<file path="config.mk">
export PLATFORM = sky130hd
export DESIGN_NAME = cpt_edge_unit
export DESIGN_NICKNAME = d
export VERILOG_FILES = /design/src/rtl/core/cpt_pkg.sv /design/src/rtl/core/cpt_edge_unit.sv
export SDC_FILE = /design/constraint.sdc
export NUM_CORES = 2
export LEC_CHECK = 0
export BUFFER_PORTS_ARGS = -buffer_cell sky130_fd_sc_hd__buf_4
export CAP_MARGIN = 10
export CORE_MARGIN = 5
export CORE_UTILIZATION = 35
export CTS_CLUSTER_DIAMETER = 60
export DETAILED_ROUTE_END_ITERATION = 8
export SLEW_MARGIN = 30
export SYNTH_ARGS = -nofsm -noshare
export SYNTH_HDL_FRONTEND = slang
export SYNTH_SLANG_ARGS = --single-unit
</file>
<file path="constraint.sdc">
create_clock -name clk_i -period 8.31 [get_ports clk_i]
set_clock_uncertainty 0.1 [all_clocks]
set_input_delay 1.2465 -clock clk_i [delete_from_list [all_inputs] [get_ports clk_i]]
set_output_delay 1.2465 -clock clk_i [all_outputs]
set_load 0.05 [all_outputs]
</file>
<file path="src/rtl/core/cpt_pkg.sv">
// Shared types and constants for the convex polygon point test block.
package cpt_pkg;

  typedef logic signed [15:0] coord_t;
  typedef logic signed [16:0] diff_t;
  typedef logic signed [33:0] prod_t;
  typedef logic signed [34:0] sum_t;

  typedef enum logic [1:0] {
    OP_CLEAR  = 2'd0,
    OP_APPEND = 2'd1,
    OP_TEST   = 2'd2
  } op_e;

  typedef enum logic [1:0] {
    ST_OK   = 2'd0,
    ST_FEW  = 2'd1,
    ST_FULL = 2'd2
  } status_e;

  localparam int unsigned MinVertices     = 3;
  localparam int unsigned TriangleEdges   = 3;

  typedef struct packed {
    coord_t x;
    coord_t y;
  } vertex_t;

  // valid and enable flags for the three-vertex window handed to the edge unit
  typedef struct packed {
    logic vld;
    logic edge_en;
    logic conc_en;
  } win_t;

  typedef struct packed {
    logic vld;
    logic busy;
    logic edge_neg;
    logic conc_pos;
  } res_t;

endpackage

</file>
<file path="src/rtl/core/cpt_edge_unit.sv">
// Pipelined edge-function and vertex cross-product evaluator (diff, multiply, compare).
module cpt_edge_unit (
  input  logic             clk_i,
  input  logic             rst_ni,
  input  cpt_pkg::win_t    win_i,
  input  cpt_pkg::vertex_t pp_i,
  input  cpt_pkg::vertex_t prv_i,
  input  cpt_pkg::vertex_t cur_i,
  input  cpt_pkg::coord_t  px_i,
  input  cpt_pkg::coord_t  py_i,
  output cpt_pkg::res_t    res_o
);

  // stage 1: differences
  logic            dif_vld_q, dif_edge_q, dif_conc_q;
  cpt_pkg::diff_t  ex_q, ey_q, fy_q, fx_q, cax_q, bcy_q, bcx_q, cay_q;
  // stage 2: products
  logic            prd_vld_q, prd_edge_q, prd_conc_q;
  cpt_pkg::prod_t  p0_q, p1_q, p2_q, p3_q;
  // stage 3: signs
  logic            res_vld_q, neg_q, pos_q;
  cpt_pkg::sum_t   f_val, m_val;

  always_ff @(posedge clk_i or negedge rst_ni) begin
    if (!rst_ni) begin
      dif_vld_q <= 1'b0;
      prd_vld_q <= 1'b0;
      res_vld_q <= 1'b0;
    end else begin
      dif_vld_q <= win_i.vld;
      prd_vld_q <= dif_vld_q;
      res_vld_q <= prd_vld_q;
    end
  end

  // edge prv->cur against point; cross product at prv with pred pp and succ cur
  always_ff @(posedge clk_i) begin
    dif_edge_q <= win_i.edge_en;
    dif_conc_q <= win_i.conc_en;
    ex_q  <= cpt_pkg::diff_t'(cur_i.x) - cpt_pkg::diff_t'(prv_i.x);
    ey_q  <= cpt_pkg::diff_t'(py_i)    - cpt_pkg::diff_t'(prv_i.y);
    fy_q  <= cpt_pkg::diff_t'(cur_i.y) - cpt_pkg::diff_t'(prv_i.y);
    fx_q  <= cpt_pkg::diff_t'(px_i)    - cpt_pkg::diff_t'(prv_i.x);
    cax_q <= cpt_pkg::diff_t'(prv_i.x) - cpt_pkg::diff_t'(cur_i.x);
    bcy_q <= cpt_pkg::diff_t'(pp_i.y)  - cpt_pkg::diff_t'(prv_i.y);
    bcx_q <= cpt_pkg::diff_t'(pp_i.x)  - cpt_pkg::diff_t'(prv_i.x);
    cay_q <= cpt_pkg::diff_t'(prv_i.y) - cpt_pkg::diff_t'(cur_i.y);
  end

  always_ff @(posedge clk_i) begin
    prd_edge_q <= dif_edge_q;
    prd_conc_q <= dif_conc_q;
    p0_q <= ex_q * ey_q;
    p1_q <= fy_q * fx_q;
    p2_q <= cax_q * bcy_q;
    p3_q <= bcx_q * cay_q;
  end

  always_comb begin
    f_val = cpt_pkg::sum_t'(p0_q) - cpt_pkg::sum_t'(p1_q);
    m_val = cpt_pkg::sum_t'(p2_q) - cpt_pkg::sum_t'(p3_q);
  end

  always_ff @(posedge clk_i) begin
    neg_q <= prd_edge_q && f_val[34];
    pos_q <= prd_conc_q && !m_val[34] && (m_val != '0);
  end

  assign res_o.vld      = res_vld_q;
  assign res_o.busy     = dif_vld_q | prd_vld_q;
  assign res_o.edge_neg = neg_q;
  assign res_o.conc_pos = pos_q;

endmodule

</file>
==> flow_summary.ini <==
[yosys]
ys_seq_elements = 279
synthFlopType = dfxtp_1
ys_seq_area_share_pct = 9.66
async_flop_share_pct = 1.08
yosysWarnings = 0
synth_top_cell_by_area = fa_1
syn_inst = 6384
netlist.area_leader.share_pct = 41.2
synth_edf_count = 0
syn_avg_cell_area_um2 = 9.08
syn_nets = 8245
synthTopCellsByArea = fa_1 (41%), ha_1 (12%), dfxtp_1 (9.5%)
synthesis.area_mm2 = 0.0580
synth_cell_types = 83

[detailed_routing]
vias = 41900
drt-pass1-iter-count = 7
wl_um = 161000
wire_per_inst_um = 18.7
final_antenna_net_count = 0
routed_via_density = 4.85
dr.first_iter.drc_count = 2453
post-route-drc-count = 0

[sta]
hold_viol_final = 0
rsz0062_at_grt = no
maxSlewViolCount = 0
tightest_slew_ns = 0.890
setup_viol = 0
finalCriticalPeriod_ns = 7.00
setup-tns-final_ns = 0
clock.fmax_mhz = 143
fin_crit_sh_pct = 84.2
slew_headroom_pct = 40.6

[setup_path]
r2r-end = p2_q[33]
required_ns = 8.79
cp-start-kind = flip-flop
crit_type = reg -> reg
r2r_slack_ns = 1.31
cp.arrival_ns = 7.47
path_max_fanout = 17
r2r_start = cax_q[12]
r2r_cells = 20
critPathCapture = p2_q[33]
endpoint_kind = flip-flop
startpoint = cax_q[12]

[placed_design]
place_hpwl_um = 137000
dp_cells = 8548
gp_congestion = 0.919
io_buffers = 136

[global_route]
grt.overflow.total = 0
grt_use_total_pct = 19.0
grt_max_degree = 19
grt_pass1_vias = 45500
antenna_found_initial = 6
grt_pass1_wl_um = 258000

[clock_tree]
cts_tree = built
path_clk_slew_ns = 0.06
cts.sinks = 279
insertion_delay_ns = 0.65
cts_buffers = 51
clk_path_buf_depth = 3
cts_resized = 0
cts_hold_buf = 0
post-cts-setup-buffer-count = 0
cts_root_buf = clkbuf_16
htreeDepth = 2

[die]
pin_count = 137
fp.dieH_um = 417
start_util_pct = 35.2
dieArea_mm2 = 0.174
design.core.area_mm2 = 0.165
die_w_um = 417
rows = 149

[cells_and_area]
area_growth_pct = 8.57
layout-drive-gt1-share_pct = 4.37
final_cells = 8648
nNetsFinal = 8273

[flow_run]
maxCapViolCount = 0

[hold_path]
min-delay-path-class = reg -> reg
hp-start = dif_edge_q

[run_status]
status = complete, no violations
per-stage QoR:
stage / instance area [µm²] / utilization (%) / hold slack (ns) / setup WS [ns]
CTS: 62900 / 38.2 / 0.229 / 1.29
global placement: 61200 / 37.1 / 0.221 / 1.43
detailed placement: 61200 / 37.1 / 0.216 / 1.34
global route: 62900 / 38.2 / 0.229 / 0.863
floorplan: 58000 / - / 0.210 / 1.91
finish: 62900 / 38.2 / 0.227 / 1.31
cells in the final DEF, fill, tap and decap left out, drive strengths merged, types with 157 or more instances in the layout:
cell,instances
a21oi,177
and2,597
buf,157
dfxtp,276
fa,1193
ha,535
inv,1480
nand2,633
nor2,244
xnor2,174
flip-flops by register name, summed over array words and instances, names as in the netlist, 16 cells and up:
name and flops:
fx_q 17, cax_q 16, p2_q 34, p0_q 34, bcx_q 17, fy_q 17
ey_q 17, p1_q 34, ex_q 17, cay_q 16, bcy_q 17, p3_q 34
worst min path at each step:
stage	end	depth (start not counted)
after floorplan	prd_conc_q	0
after global routing	prd_edge_q	0
final	prd_edge_q	0
after CTS	prd_edge_q	0
after global placement	prd_conc_q	0
after detailed placement	prd_edge_q	0
worst max-delay path, stage by stage, from the launching register on:
cell and delay, ns:
dfxtp_1 0.84, nand2_1 0.17, fa_1 0.52, fa_1 0.48
fa_1 0.56, inv_1 0.06, fa_1 0.51, fa_1 0.53
inv_1 0.06, fa_1 0.48, inv_1 0.04, ha_1 0.34
a21oi_1 0.21, nand2_1 0.07, o221ai_1 0.41, a31o_2 0.25
a31oi_1 0.11, o41ai_1 0.60, o2111ai_1 0.23, a21oi_1 0.21
xnor2_1 0.14
logic make-up after synthesis:
family,count (synthesis),share of synthesized area [%]
compound gates,666,7.57
fa+ha+maj,1728,52.7
flops,279,9.66
xor+xnor,218,3.29
mux,11,0.194
simple gates,1834,15.9
buf+inv,1648,10.7
final cells by class:
type | instances | area, µm²
antenna | 6 | 15.0
clock inverter | 35 | 387
clock buffer | 59 | 1350
timing repair buffer | 157 | 1180
multi-input combinational | 4457 | 46200
inverter | 1466 | 5500
sequential | 279 | 5600
tap | 2189 | 2740
fill | 16700 | 102000
synthesized netlist by cell type, types with 27 or more instances:
library cell	number
xnor2_1	174
o21a_1	33
nor3_1	73
fa_1	1193
clkbuf_1	173
nand2_1	633
nor2b_1	54
a21o_1	82
dfxtp_1	276
ha_1	535
nand3_1	50
inv_1	1466
and3_1	27
and2_1	596
nand2b_1	60
o21ai_0	135
a211oi_1	27
xor2_1	44
nor2_1	244
a21oi_1	177
per-layer routing:
metal  routed length, µm  global-route usage [%]
met1               69900                    25.0
met3                9350                    3.35
met2               74600                    30.9
met5                   0                       0
met4                7520                    7.90
Power is left out: the tool's default activity adds up to more than one toggle a clock period on the data nets, which glitch-free logic cannot reach.
